File: src/rtl/pab_pkg.sv
// ============================================================================
// pab_pkg : shared types and constants for the prioritised alarm beeper
// Field layout of the stream words, register codes, filter arithmetic
// constants and the request and configuration structs.
// ============================================================================
package pab_pkg;

    // ------------------------------------------------------------------
    // Battery filter fixed point
    // ------------------------------------------------------------------
    localparam int FILT_FRAC_BITS = 16;
    localparam int MV_W           = 16;
    localparam int FILT_W         = MV_W + FILT_FRAC_BITS;

    // f' = f + floor((x + 50 - f) / 100). The difference is lifted by
    // 100*K so that it stays non-negative, then divided by 4 (shift) and
    // by 25 (reciprocal multiply); K is taken off again afterwards.
    localparam longint FILT_OFS_K_L    = ((64'd1 << FILT_W) + 64'd99) / 64'd100;
    localparam longint FILT_OFS_100K_L = FILT_OFS_K_L * 64'd100;
    localparam int     DIVQ_W       = FILT_W - 1;            // dividend after >> 2
    localparam int     DIV25_SH     = DIVQ_W + 5;
    localparam int     DIV25_MUL_W  = DIVQ_W + 1;
    localparam longint DIV25_MUL_L  = ((64'd1 << DIV25_SH) + 64'd24) / 64'd25;
    localparam int     PROD_W       = DIVQ_W + DIV25_MUL_W;
    localparam int     QUOT_W       = PROD_W - DIV25_SH;

    localparam logic [FILT_W:0]        FILT_OFS_K    = (FILT_W+1)'(FILT_OFS_K_L);
    localparam logic [FILT_W:0]        FILT_OFS_100K = (FILT_W+1)'(FILT_OFS_100K_L);
    localparam logic [DIV25_MUL_W-1:0] DIV25_MUL   = DIV25_MUL_W'(DIV25_MUL_L);
    localparam logic [FILT_W:0]        FILT_ROUND  = (FILT_W+1)'(50);
    localparam logic [FILT_W-1:0]      FILT_RESET  = FILT_W'(20000) << FILT_FRAC_BITS;

    // ------------------------------------------------------------------
    // Tones in Hz; the high tones are the base tone times 1.122462,
    // truncated
    // ------------------------------------------------------------------
    localparam int TONE_W = 12;
    localparam logic [TONE_W-1:0] TONE_ERROR   = 12'd2200;
    localparam logic [TONE_W-1:0] TONE_LINK_LO = 12'd500;
    localparam logic [TONE_W-1:0] TONE_LINK_HI = 12'd561;
    localparam logic [TONE_W-1:0] TONE_VIS_LO  = 12'd2000;
    localparam logic [TONE_W-1:0] TONE_VIS_HI  = 12'd2244;

    localparam int TICK_W   = 8;
    localparam int MODE_W   = 4;
    localparam int PERIOD_W = 8;

    // ------------------------------------------------------------------
    // Codes
    // ------------------------------------------------------------------
    typedef enum logic [1:0] {
        ACT_NONE  = 2'd0,
        ACT_START = 2'd1,
        ACT_STOP  = 2'd2
    } t_action;

    typedef enum logic [2:0] {
        ALM_NONE   = 3'd0,
        ALM_ERROR  = 3'd1,
        ALM_LOW_V  = 3'd2,
        ALM_LINK   = 3'd3,
        ALM_VISION = 3'd4
    } t_alarm;

    typedef enum logic [2:0] {
        REG_LV_LIMIT   = 3'd0,
        REG_DBG_LIMIT  = 3'd1,
        REG_VIS_FRESH  = 3'd2,
        REG_ERR_PERIOD = 3'd3,
        REG_LV_PERIOD  = 3'd4,
        REG_LNK_PERIOD = 3'd5,
        REG_VIS_PERIOD = 3'd6
    } t_reg_idx;

    // ------------------------------------------------------------------
    // Stream word layout
    // ------------------------------------------------------------------
    localparam int S_TDATA_W = 40;
    localparam int S_ERR_LSB  = 0;
    localparam int S_MV_LSB   = 1;
    localparam int S_LINK_LSB = 17;
    localparam int S_MODE_LSB = 18;
    localparam int S_CONN_LSB = 22;
    localparam int S_AGE_LSB  = 23;

    localparam int M_TDATA_W  = 40;
    localparam int M_ACT_LSB  = 0;
    localparam int M_TONE_LSB = 2;
    localparam int M_ALM_LSB  = 14;
    localparam int M_BEEP_LSB = 17;
    localparam int M_FMV_LSB  = 18;
    localparam int M_USED_W   = 34;

    // APB
    localparam int CFG_AW = 5;
    localparam int CFG_DW = 32;

    localparam int QUEUE_DEPTH = 2;
    localparam int QPTR_W      = $clog2(QUEUE_DEPTH);
    localparam int QCNT_W      = $clog2(QUEUE_DEPTH + 1);

    // ------------------------------------------------------------------
    // Structs
    // ------------------------------------------------------------------
    typedef struct packed {
        logic                err;
        logic                link;
        logic [MODE_W-1:0]   mode;
        logic                conn;
        logic [MV_W-1:0]     age;
        logic [FILT_W-1:0]   filt;
    } t_item;

    typedef struct packed {
        logic [MV_W-1:0]     lv_limit;
        logic [MODE_W-1:0]   dbg_limit;
        logic [MV_W-1:0]     vis_fresh;
        logic [PERIOD_W-1:0] err_period;
        logic [PERIOD_W-1:0] lv_period;
        logic [PERIOD_W-1:0] lnk_period;
        logic [PERIOD_W-1:0] vis_period;
    } t_cfg;

endpackage

File: src/rtl/pab_front.sv
// ============================================================================
// pab_front : request intake and battery filter
// Takes status requests, updates the battery EMA once per request while no
// error is flagged, and pushes the request with the new filter value.
// ============================================================================
module pab_front (
    input  logic                          i_clk,
    input  logic                          i_rst_n,
    input  logic                          i_s_tvalid,
    output logic                          o_s_tready,
    input  logic [pab_pkg::S_TDATA_W-1:0] i_s_tdata,
    input  logic                          i_full,
    output logic                          o_push,
    output pab_pkg::t_item                o_item
);

    logic [pab_pkg::FILT_W-1:0]      r_filt;
    logic [pab_pkg::FILT_W-1:0]      n_filt;
    logic [pab_pkg::FILT_W:0]        lifted;
    logic [pab_pkg::DIVQ_W-1:0]      quarter;
    logic [pab_pkg::PROD_W-1:0]      prod;
    logic [pab_pkg::QUOT_W-1:0]      quot;
    logic [pab_pkg::FILT_W:0]        upd;
    logic [pab_pkg::MV_W-1:0]        mv;
    logic                            err;
    logic                            accept;

    assign o_s_tready = !i_full;
    assign accept     = i_s_tvalid && !i_full;
    assign o_push     = accept;

    assign err = i_s_tdata[pab_pkg::S_ERR_LSB];
    assign mv  = i_s_tdata[pab_pkg::S_MV_LSB +: pab_pkg::MV_W];

    // EMA step: f + floor((x + 50 - f) / 100), done as (.. + 100K) >> 2, / 25
    always_comb begin
        lifted  = {1'b0, mv, {pab_pkg::FILT_FRAC_BITS{1'b0}}} + pab_pkg::FILT_ROUND
                + pab_pkg::FILT_OFS_100K - {1'b0, r_filt};
        quarter = lifted[pab_pkg::FILT_W:2];
        prod    = pab_pkg::PROD_W'(quarter) * pab_pkg::PROD_W'(pab_pkg::DIV25_MUL);
        quot    = prod[pab_pkg::PROD_W-1:pab_pkg::DIV25_SH];
        upd     = {1'b0, r_filt} + (pab_pkg::FILT_W+1)'(quot) - pab_pkg::FILT_OFS_K;
        n_filt  = err ? r_filt : upd[pab_pkg::FILT_W-1:0];
    end

    // filter state
    always_ff @(posedge i_clk) begin
        if (!i_rst_n) begin
            r_filt <= pab_pkg::FILT_RESET;
        end else if (accept) begin
            r_filt <= n_filt;
        end
    end

    // request to the queue
    always_comb begin
        o_item.err  = err;
        o_item.link = i_s_tdata[pab_pkg::S_LINK_LSB];
        o_item.mode = i_s_tdata[pab_pkg::S_MODE_LSB +: pab_pkg::MODE_W];
        o_item.conn = i_s_tdata[pab_pkg::S_CONN_LSB];
        o_item.age  = i_s_tdata[pab_pkg::S_AGE_LSB +: pab_pkg::MV_W];
        o_item.filt = n_filt;
    end

endmodule

File: src/rtl/pab_queue.sv
// ============================================================================
// pab_queue : short request queue
// Two-entry FIFO between the filter front and the alarm back end.
// ============================================================================
module pab_queue (
    input  logic            i_clk,
    input  logic            i_rst_n,
    input  logic            i_push,
    input  pab_pkg::t_item  i_item,
    input  logic            i_pop,
    output logic            o_full,
    output logic            o_empty,
    output pab_pkg::t_item  o_item
);

    pab_pkg::t_item               r_mem [pab_pkg::QUEUE_DEPTH];
    logic [pab_pkg::QPTR_W-1:0]   r_wp;
    logic [pab_pkg::QPTR_W-1:0]   r_rp;
    logic [pab_pkg::QCNT_W-1:0]   r_cnt;

    assign o_full  = (r_cnt == pab_pkg::QCNT_W'(pab_pkg::QUEUE_DEPTH));
    assign o_empty = (r_cnt == '0);
    assign o_item  = r_mem[r_rp];

    // pointers and fill count
    always_ff @(posedge i_clk) begin
        if (!i_rst_n) begin
            r_wp  <= '0;
            r_rp  <= '0;
            r_cnt <= '0;
        end else begin
            if (i_push) begin
                r_wp <= (r_wp == pab_pkg::QPTR_W'(pab_pkg::QUEUE_DEPTH - 1))
                      ? '0 : r_wp + 1'b1;
            end
            if (i_pop) begin
                r_rp <= (r_rp == pab_pkg::QPTR_W'(pab_pkg::QUEUE_DEPTH - 1))
                      ? '0 : r_rp + 1'b1;
            end
            if (i_push && !i_pop) begin
                r_cnt <= r_cnt + 1'b1;
            end else if (!i_push && i_pop) begin
                r_cnt <= r_cnt - 1'b1;
            end
        end
    end

    // storage
    always_ff @(posedge i_clk) begin
        if (i_push) begin
            r_mem[r_wp] <= i_item;
        end
    end

endmodule

File: src/rtl/pab_back.sv
// ============================================================================
// pab_back : alarm selection and beep sequencer
// Picks the highest active alarm, runs the tick counter and beep phase, and
// holds each result in an output register until it is taken.
// ============================================================================
module pab_back (
    input  logic                          i_clk,
    input  logic                          i_rst_n,
    input  pab_pkg::t_cfg                 i_cfg,
    input  logic                          i_empty,
    input  pab_pkg::t_item                i_item,
    output logic                          o_pop,
    output logic                          o_m_tvalid,
    input  logic                          i_m_tready,
    output logic [pab_pkg::M_TDATA_W-1:0] o_m_tdata
);

    // sequencer state
    logic [pab_pkg::TICK_W-1:0]   r_tick,  n_tick;
    logic                         r_phase, n_phase;
    logic                         r_high,  n_high;
    logic                         r_seen,  n_seen;

    // result register
    logic                         r_valid;
    pab_pkg::t_action             r_action, n_action;
    logic [pab_pkg::TONE_W-1:0]   r_tone,   n_tone;
    pab_pkg::t_alarm              r_alarm,  n_alarm;
    logic [pab_pkg::MV_W-1:0]     r_fmv;

    logic [pab_pkg::TICK_W-1:0]   tick_inc;
    logic [pab_pkg::PERIOD_W-1:0] period;
    logic [pab_pkg::MV_W-1:0]     f_int;
    logic                         low_hit;
    logic                         link_hit;
    logic                         mode_ok;
    logic                         fresh;
    logic                         vis_hit;

    assign o_pop = !i_empty && (!r_valid || i_m_tready);

    // alarm conditions and beep sequencing
    always_comb begin
        tick_inc = (r_tick == '1) ? r_tick : r_tick + 1'b1;
        f_int    = i_item.filt[pab_pkg::FILT_W-1:pab_pkg::FILT_FRAC_BITS];
        low_hit  = (i_item.filt != '0) && (f_int < i_cfg.lv_limit);
        mode_ok  = (i_item.mode <= i_cfg.dbg_limit);
        link_hit = i_item.link && mode_ok;
        fresh    = i_item.conn && (i_item.age < i_cfg.vis_fresh);
        vis_hit  = i_item.conn && !fresh && mode_ok && r_seen;

        n_tick   = tick_inc;
        n_phase  = r_phase;
        n_high   = r_high;
        n_seen   = r_seen;
        n_action = pab_pkg::ACT_NONE;
        n_tone   = '0;

        // priority order; the vision latch only sees requests no higher alarm took
        if (i_item.err) begin
            n_alarm = pab_pkg::ALM_ERROR;
            period  = i_cfg.err_period;
        end else if (low_hit) begin
            n_alarm = pab_pkg::ALM_LOW_V;
            period  = i_cfg.lv_period;
        end else if (link_hit) begin
            n_alarm = pab_pkg::ALM_LINK;
            period  = i_cfg.lnk_period;
        end else begin
            n_seen  = r_seen || fresh;
            n_alarm = vis_hit ? pab_pkg::ALM_VISION : pab_pkg::ALM_NONE;
            period  = i_cfg.vis_period;
        end

        if (n_alarm == pab_pkg::ALM_NONE) begin
            if (r_phase) begin
                n_phase  = 1'b0;
                n_action = pab_pkg::ACT_STOP;
            end
        end else if (tick_inc > period) begin
            n_tick = '0;
            if (!r_phase) begin
                n_phase = 1'b1;
                // low voltage toggles silently
                case (n_alarm)
                    pab_pkg::ALM_ERROR: begin
                        n_action = pab_pkg::ACT_START;
                        n_tone   = pab_pkg::TONE_ERROR;
                    end
                    pab_pkg::ALM_LINK: begin
                        n_action = pab_pkg::ACT_START;
                        n_tone   = r_high ? pab_pkg::TONE_LINK_HI : pab_pkg::TONE_LINK_LO;
                        n_high   = !r_high;
                    end
                    pab_pkg::ALM_VISION: begin
                        n_action = pab_pkg::ACT_START;
                        n_tone   = r_high ? pab_pkg::TONE_VIS_HI : pab_pkg::TONE_VIS_LO;
                        n_high   = !r_high;
                    end
                    default: begin
                        n_action = pab_pkg::ACT_NONE;
                    end
                endcase
            end else begin
                n_phase  = 1'b0;
                n_action = pab_pkg::ACT_STOP;
            end
        end
    end

    // state and valid flag
    always_ff @(posedge i_clk) begin
        if (!i_rst_n) begin
            r_tick  <= '0;
            r_phase <= 1'b0;
            r_high  <= 1'b0;
            r_seen  <= 1'b0;
            r_valid <= 1'b0;
        end else begin
            if (o_pop) begin
                r_tick  <= n_tick;
                r_phase <= n_phase;
                r_high  <= n_high;
                r_seen  <= n_seen;
                r_valid <= 1'b1;
            end else if (i_m_tready) begin
                r_valid <= 1'b0;
            end
        end
    end

    // result payload
    always_ff @(posedge i_clk) begin
        if (o_pop) begin
            r_action <= n_action;
            r_tone   <= n_tone;
            r_alarm  <= n_alarm;
            r_fmv    <= f_int;
        end
    end

    assign o_m_tvalid = r_valid;
    assign o_m_tdata  = {{(pab_pkg::M_TDATA_W - pab_pkg::M_USED_W){1'b0}},
                         r_fmv, r_phase, r_alarm, r_tone, r_action};

endmodule

File: src/rtl/prioritized_alarm_beeper.sv
// ============================================================================
// prioritized_alarm_beeper : prioritised alarm buzzer controller
// Status requests in, buzzer commands out, with a battery EMA filter, an
// APB register file and a short queue between filter and sequencer.
// ============================================================================
//
//  channel   | direction | handshake                      | payload
//  ----------+-----------+--------------------------------+-------------------------
//  status    | in        | i_s_tvalid / o_s_tready        | i_s_tdata (status tick)
//  command   | out       | o_m_tvalid / i_m_tready        | o_m_tdata (buzzer cmd)
//  registers | in/out    | i_psel, i_penable, o_pready    | i_paddr, i_pwdata, o_prdata
//
//  One request per clock sustained while the output is not stalled; each request is
//  registered in the queue, then in the sequencer's output register, before its result shows.
//  The filter recurrence (one reciprocal multiply by 1/25) is combinational around the filter register.
//  A stalled output fills the two-entry queue, then o_s_tready drops.
//  Synchronous active-low reset; registers return to their defaults.
//
module prioritized_alarm_beeper (
    input  logic                          i_clk,
    input  logic                          i_rst_n,
    // status: [0] error_active, [16:1] battery_mv, [17] link_timed_out,
    //         [21:18] op_mode, [22] host_connected, [38:23] vision_age_ms
    input  logic                          i_s_tvalid,
    output logic                          o_s_tready,
    input  logic [pab_pkg::S_TDATA_W-1:0] i_s_tdata,
    // command: [1:0] action, [13:2] tone_hz, [16:14] alarm, [17] beeping,
    //          [33:18] filtered_mv
    output logic                          o_m_tvalid,
    input  logic                          i_m_tready,
    output logic [pab_pkg::M_TDATA_W-1:0] o_m_tdata,
    // register port
    input  logic                          i_psel,
    input  logic                          i_penable,
    input  logic                          i_pwrite,
    input  logic [pab_pkg::CFG_AW-1:0]    i_paddr,
    input  logic [pab_pkg::CFG_DW-1:0]    i_pwdata,
    output logic [pab_pkg::CFG_DW-1:0]    o_prdata,
    output logic                          o_pready
);

    pab_pkg::t_cfg    r_cfg;
    pab_pkg::t_item   push_item;
    pab_pkg::t_item   head_item;
    pab_pkg::t_reg_idx reg_idx;
    logic             q_push;
    logic             q_full;
    logic             q_empty;
    logic             pop;
    logic             wr_en;

    assign o_pready = 1'b1;
    assign wr_en    = i_psel && i_penable && i_pwrite && o_pready;
    assign reg_idx  = pab_pkg::t_reg_idx'(i_paddr[pab_pkg::CFG_AW-1:2]);

    // register writes
    always_ff @(posedge i_clk) begin
        if (!i_rst_n) begin
            r_cfg.lv_limit   <= 16'd22000;
            r_cfg.dbg_limit  <= 4'd3;
            r_cfg.vis_fresh  <= 16'd500;
            r_cfg.err_period <= 8'd20;
            r_cfg.lv_period  <= 8'd100;
            r_cfg.lnk_period <= 8'd200;
            r_cfg.vis_period <= 8'd20;
        end else if (wr_en) begin
            unique case (reg_idx)
                pab_pkg::REG_LV_LIMIT:   r_cfg.lv_limit   <= i_pwdata[15:0];
                pab_pkg::REG_DBG_LIMIT:  r_cfg.dbg_limit  <= i_pwdata[3:0];
                pab_pkg::REG_VIS_FRESH:  r_cfg.vis_fresh  <= i_pwdata[15:0];
                pab_pkg::REG_ERR_PERIOD: r_cfg.err_period <= i_pwdata[7:0];
                pab_pkg::REG_LV_PERIOD:  r_cfg.lv_period  <= i_pwdata[7:0];
                pab_pkg::REG_LNK_PERIOD: r_cfg.lnk_period <= i_pwdata[7:0];
                pab_pkg::REG_VIS_PERIOD: r_cfg.vis_period <= i_pwdata[7:0];
                default: ;
            endcase
        end
    end

    // register reads
    always_comb begin
        unique case (reg_idx)
            pab_pkg::REG_LV_LIMIT:   o_prdata = 32'(r_cfg.lv_limit);
            pab_pkg::REG_DBG_LIMIT:  o_prdata = 32'(r_cfg.dbg_limit);
            pab_pkg::REG_VIS_FRESH:  o_prdata = 32'(r_cfg.vis_fresh);
            pab_pkg::REG_ERR_PERIOD: o_prdata = 32'(r_cfg.err_period);
            pab_pkg::REG_LV_PERIOD:  o_prdata = 32'(r_cfg.lv_period);
            pab_pkg::REG_LNK_PERIOD: o_prdata = 32'(r_cfg.lnk_period);
            pab_pkg::REG_VIS_PERIOD: o_prdata = 32'(r_cfg.vis_period);
            default:                 o_prdata = '0;
        endcase
    end

    pab_front u_front (
        .i_clk      (i_clk),
        .i_rst_n    (i_rst_n),
        .i_s_tvalid (i_s_tvalid),
        .o_s_tready (o_s_tready),
        .i_s_tdata  (i_s_tdata),
        .i_full     (q_full),
        .o_push     (q_push),
        .o_item     (push_item)
    );

    pab_queue u_queue (
        .i_clk   (i_clk),
        .i_rst_n (i_rst_n),
        .i_push  (q_push),
        .i_item  (push_item),
        .i_pop   (pop),
        .o_full  (q_full),
        .o_empty (q_empty),
        .o_item  (head_item)
    );

    pab_back u_back (
        .i_clk      (i_clk),
        .i_rst_n    (i_rst_n),
        .i_cfg      (r_cfg),
        .i_empty    (q_empty),
        .i_item     (head_item),
        .o_pop      (pop),
        .o_m_tvalid (o_m_tvalid),
        .i_m_tready (i_m_tready),
        .o_m_tdata  (o_m_tdata)
    );

endmodule

File: config.mk
export PLATFORM = sky130hd
export DESIGN_NAME = prioritized_alarm_beeper
export DESIGN_NICKNAME = d
export VERILOG_FILES = /design/src/rtl/pab_pkg.sv /design/src/rtl/pab_front.sv /design/src/rtl/pab_queue.sv /design/src/rtl/pab_back.sv /design/src/rtl/prioritized_alarm_beeper.sv
export SDC_FILE = /design/constraint.sdc
export NUM_CORES = 2
export LEC_CHECK = 0
export BUFFER_PORTS_ARGS = -buffer_cell sky130_fd_sc_hd__buf_2
export CAP_MARGIN = 20
export CORE_ASPECT_RATIO = 1.5
export CORE_UTILIZATION = 55
export DETAILED_ROUTE_END_ITERATION = 16
export HOLD_SLACK_MARGIN = 0.05
export MAX_ROUTING_LAYER = met4
export PLACE_DENSITY = 0.73
export SLEW_MARGIN = 10
export SYNTH_ARGS = -nofsm -noshare
export SYNTH_HDL_FRONTEND = slang
export SYNTH_SLANG_ARGS = --single-unit
File: constraint.sdc
create_clock -name i_clk -period 16 [get_ports i_clk]
set_input_delay 1.6 -clock i_clk [delete_from_list [all_inputs] [get_ports i_clk]]
set_output_delay 1.6 -clock i_clk [all_outputs]
set_load 0.1 [all_outputs]
Word-level counts from Yosys, hierarchy flattened:

Memories as Yosys holds them, arrays and structs flattened. A register that Yosys moved wholly into a read port is not among the register bits.
Cells that the tools add are included.

* add/subtract/negate cells: 10
* $mul: 1
* magnitude comparators: 4
* equal/unequal tests: 11
* mux-type cells: 33
* bitwise operators: 6
* reduce and logical (&&, ||, !) cells: 41

Operators with widths (number)
* case mux 16 bit (7 select lines): 1
* multiplier 31 x 31 -> 62 bit (second input constant): 1
* 2-to-1 mux 8 bit: 6
* case mux 12 bit (3 select lines): 1
* adder 32 x 6 -> 33 bit (second input constant): 1
* adder 33 bit (second input constant): 1
* subtractor 33 x 32 -> 33 bit: 1
* adder 32 x 27 -> 32 bit: 1
* less-than comparator 16 bit: 2
* 2-to-1 mux 32 bit: 1
* nonzero test 32 bit: 1
* subtractor 32 x 26 -> 32 bit (second input constant): 1
* AND reduction 2 bit: 8
* equality test 3 bit (second input constant): 4
* logical AND 1 bit: 12
* 2-to-1 mux 1 bit: 12
* 2-to-1 mux 12 bit: 1
* 2-to-1 mux 2 bit: 6
* 2-to-1 mux 3 bit: 4
* 2-to-1 mux 10 bit: 1
* equality test 3 x 2 -> 1 bit (second input constant): 3
* adder 8 x 1 -> 8 bit (second input constant): 1
* equality test 8 bit (second input constant): 1
* greater-than comparator 8 bit: 1
* 16 further kinds: 34

* bits in registers: 149
* bits in writable memories: 110
* input bits: 84
* output and inout port bits: 75
* logic and storage cells: 127
* memories: 1

Memory list
* u_queue.r_mem: depth 2, bits a word 55, rd ports 1, clocked after memory_dff 1, wr ports 1, RTL line pab_queue.sv:16 `pab_pkg::t_item r_mem [pab_pkg::QUEUE_DEPTH];`

Longest topological paths before layout:

* word-level depth: 16
* gate-level depth with buffers: 50
* mapped depth without buffers: 50

Hierarchy:

From an unflattened synthesis, not the netlist that was laid out.

* cells, all modules: 3445
* area, all modules: 32814.0 sq um

By module, submodules not included
* pab_front: times used 1, cells an instance 2507, area each 21770.9 sq um
* pab_queue: times used 1, cells an instance 193, area each 4205.3 sq um
* prioritized_alarm_beeper: times used 1, cells an instance 372, area each 3430.8 sq um
* pab_back: times used 1, cells an instance 373, area each 3407.0 sq um

Worst setup path after synthesis:

OpenSTA, ideal clock, no wires.

* kind: input port to flip-flop
* start point: input i_s_tdata[1] in the netlist's numbering
* end point: memory u_queue.r_mem[0][30] in the netlist's numbering, data pin
* library setup time: 0.270 ns
* arrival time: 12.124 ns
* required time: 15.730 ns
* slack: 3.606 ns
* stages: 44
* buffers on the path: 0
* cells stage by stage: ha_1 -> nor3b_1 -> nand4_1 -> o211a_2 -> o211ai_1 -> a31oi_2 -> o21ai_1 -> a21oi_2 -> o21bai_1 -> xnor2_1 -> inv_1 -> ha_1 -> fa_1 -> inv_1 -> fa_1 -> inv_1 -> fa_1 -> fa_1 -> [8 not listed] -> a221oi_1 -> nand3_1 -> o31ai_1 -> o22ai_1 -> a211o_1 -> a21oi_1 -> xnor2_1 -> ha_1 -> ha_1 -> a21o_1 -> a21o_1 -> a21o_1 -> or4_1 -> a211oi_1 -> nor2_1 -> a31oi_1 -> xor2_1 -> o21ai_1

RTL lines
* start, declared: RTL line prioritized_alarm_beeper.sv:26 `input logic [pab_pkg::S_TDATA_W-1:0] i_s_tdata,`
* end, declared: RTL line pab_queue.sv:16

==> parameters.txt <==
Parameter                              Value

GRT
  Wire length of the first global-routing pass    132000 um
  Number of global-route vias before repair    23900
  Global-route total usage across every layer    31.3%
  Antenna violations before repair    1
  Overflow left after global routing    0
  Met2 Track Usage GR    56.7%
  Met3 Usage GRT    2.35%
  Busiest layer in global routing    met2
  Largest net degree at the start of global routing    62
  Met1 track demand over resource in global routing    31.3%

Drt
  Post-detailed-route count of antenna-violating nets    0
  Detailed-routing iteration count for the pre-antenna-repair pass    5
  Number of remaining DRC errors    0
  Final wirelength    85400 um
  DRC violation total after the first TritonRoute iteration    1051
  Vias    22900
  Vias/cell    5.52
  Average wire per standard cell    20.6 um

Critical path
  Type of element launching the critical path    primary input
  Setup CP Type    in2reg
  Setup slack of the most critical reg-to-reg path    2.17 ns
  Cell with the most instances on the worst path    sky130_fd_sc_hd__ha_1
  Max stage delay cell, worst path    sky130_fd_sc_hd__nor4b_1
  Max incr delay on CP    0.67 ns
  Worst EP arrival    14.49 ns
  Worst Setup End Kind    register
  Required time worst endpoint    16.25 ns
  Maximum fanout along the worst path    8

Finish
  Fin nets    4283
  Combined area of the multi-input logic cells    21300 um^2
  Final design utilization    59.4%
  Layout cells sized above 1    7.68%
  Reg area    6610 um^2
  Filler cells    4970
  Design Area, Final    33200 um^2
  Area growth from synthesis to layout    6.44%

Clocking
  Master cell of the clock root buffer    sky130_fd_sc_hd__clkbuf_16
  Cells resized by post-CTS repair    0
  Number of post-CTS setup repair buffers    0
  Hold buffers post-CTS    0
  Number of H-tree levels    1
  Clock latency reported for the late side of the worst-skew pair    0.51 ns
  Total clock buffers created by CTS    19
  Number of clock sinks    259
  Clock edge transition at the registers on the reported setup and hold paths    0.08 ns
  CTS tree    done
  Max clock buf depth    3

STA
  Final setup viols    0
  Pins over their slew limit    0
  Post-route clock skew    0.00901 ns
  Worst Max-Slew Pin Slew    1.25 ns
  Max_slew headroom    15.4%
  Final TNS setup    0 ns
  Time the worst path needs with I/O delays and setup    14.24 ns
  Final hold slack    0.481 ns
  RSZ-0062 raised after global routing    false
  Final hold violation count    0
  FMAX    70.2 MHz
  Final clock period utilization by the worst path    89.0%

Synth
  Number of flops mapped to enable cells by yosys    142
  Combined area of all synthesized cells    31200 um^2
  Mean area per synthesized cell    9.49 um^2
  Synthesis Warnings    0
  Synth async-reset ratio    0%
  Most frequently used flop master after synthesis    sky130_fd_sc_hd__edfxtp_1
  Share of the yosys chip area belonging to registers    21.2%
  Number of synthesized register bits    259
  Unique masters post-synth    88
  Post-synthesis instance total    3286

Flow run
  Max Cap Viol    0

Worst hold path
  Worst hold-check path type    reg2reg

Placed design
  Number of buffers added on ports    115
  Cell area after placement    32500 um^2
  Final estimated routing congestion in global placement    1.05
  Half-perimeter wire length after placement    72600 um

Floorplanning
  Area inside the core boundary    55800 um^2
  Boundary pin count    159
  Floorplan row count    106
  Initial cell density of the core    55.8%
  Die outline area    57700 um^2
  Die Height    294 um
  Width of the die    196 um

Run status
  Outcome    completed
layout make-up:
cell class | instances | share of cell area [%]
repair buffers | 142 | 2.35
diodes | 2 | 0.0151
multi-input cells | 2183 | 64.2
clock inverters | 9 | 0.339
inverters | 770 | 8.71
flip-flops and latches | 259 | 19.9
well taps | 756 | 2.85
clock buffers | 24 | 1.58
Yosys cell counts, drive strengths merged (6+ instances only):
cell type	instances	share of area (%)
inv	767	9.2
ha	480	19
fa	344	22
nand2	212	2.6
nor2	186	2.2
a21oi	152	2.5
edfxtp	142	14
dfxtp	117	7.5
xnor2	114	3.3
o21ai	87	1.4
clkbuf	58	0.70
a21o	56	1.3
mux2i	54	1.7
mux2	42	1.5
nand3	41	0.66
buf	38	0.79
xor2	35	1.0
o211ai	31	0.75
nor3	29	0.50
nor2b	26	0.55
o21a	24	0.58
nand4	21	0.42
or2	21	0.42
and3	17	0.34
and2	15	0.30
nor4	15	0.32
a211oi	14	0.34
o31ai	13	0.31
a31oi	12	0.26
nand2b	10	0.20
a221oi	7	0.20
a21boi	6	0.14
a22oi	6	0.14
a32o	6	0.19
o21bai	6	0.14
or4	6	0.16
stage by stage:
step | worst slack [ns] | cells
floorplan | 3.61 | 3308
global placement | 1.58 | 4110
detailed placement | 1.50 | 4110
CTS | 1.97 | 4143
global route | 1.32 | 4144
finish | 1.76 | 4145
final timing paths:
check                    start                    to  cells past startpoint
max               i_s_tdata[3]  u_queue.r_mem[0][31]                     48
max reg2reg  u_front.r_filt[1]  u_queue.r_mem[0][31]                     45
min                  r_cfg[46]             r_cfg[46]                      2
min reg2reg          r_cfg[46]             r_cfg[46]                      2
worst max-delay path: cells and delay by family:
kind                       cells  cell delay, ns
AOI/OAI and AO/OA             15            4.29
xor gates and xnor gates       5            1.06
adders and majority gates     11            4.55
buffers and inverters          7            0.87
and+or+nand+nor               10            2.09
per-layer routing:
layer	wire length (um)	vias up
met5	0	-
met3	3230	286
li1	-	10800
met4	7620	0
met1	29900	11100
met2	44600	679
flip-flops by register name, indices dropped and copies added, names as in the netlist, named ones only:
signal and flops:
u_back.r_alarm 3, r_cfg 68, u_queue.r_mem 110, u_back.r_high 1, u_back.r_action 2, u_back.r_tick 8
u_back.r_fmv 16, u_queue.r_rp 1, u_queue.r_cnt 2, u_back.r_tone 11, u_front.r_filt 32, u_back.r_phase 1
u_queue.r_wp 1, u_back.o_m_tvalid 1, u_back.r_seen 1
kinds of logic after synthesis:
kind of cell | share of synthesized area [%]
adders and majority gates | 41.5
AOI/OAI and AO/OA | 9.59
other | 0.0241
buffers and inverters | 10.8
and+or+nand+nor | 9.06
muxes | 3.56
DFF | 21.2
xor gates and xnor gates | 4.29
layout by cell type, fill, tap and decap left out, types with 7 or more instances in the layout:
master	count
sky130_fd_sc_hd__and2_1	15
sky130_fd_sc_hd__edfxtp_1	142
sky130_fd_sc_hd__mux2i_1	54
sky130_fd_sc_hd__o21a_1	24
sky130_fd_sc_hd__nor3_1	27
sky130_fd_sc_hd__nand2b_1	10
sky130_fd_sc_hd__ha_1	480
sky130_fd_sc_hd__a21o_1	56
sky130_fd_sc_hd__inv_2	11
sky130_fd_sc_hd__nor4_1	14
sky130_fd_sc_hd__a31oi_1	10
sky130_fd_sc_hd__xor2_1	34
sky130_fd_sc_hd__a21oi_1	151
sky130_fd_sc_hd__a221oi_1	7
sky130_fd_sc_hd__o211ai_1	31
sky130_fd_sc_hd__conb_1	24
sky130_fd_sc_hd__nand4_1	21
sky130_fd_sc_hd__dfxtp_1	116
sky130_fd_sc_hd__nand2_1	212
sky130_fd_sc_hd__nand3_1	41
sky130_fd_sc_hd__or2_2	11
sky130_fd_sc_hd__clkbuf_16	19
sky130_fd_sc_hd__fa_1	344
sky130_fd_sc_hd__or2_1	10
sky130_fd_sc_hd__inv_1	757
sky130_fd_sc_hd__o31ai_1	13
sky130_fd_sc_hd__a211oi_1	14
sky130_fd_sc_hd__o21ai_0	52
sky130_fd_sc_hd__buf_4	27
sky130_fd_sc_hd__nor2b_1	25
sky130_fd_sc_hd__and3_1	16
sky130_fd_sc_hd__nor2_1	185
sky130_fd_sc_hd__xnor2_1	112
sky130_fd_sc_hd__buf_2	115
sky130_fd_sc_hd__o21ai_1	35
sky130_fd_sc_hd__mux2_2	39
Power is left out: the tool's default activity adds up to more than one toggle a clock period on the data nets, which glitch-free logic cannot reach.
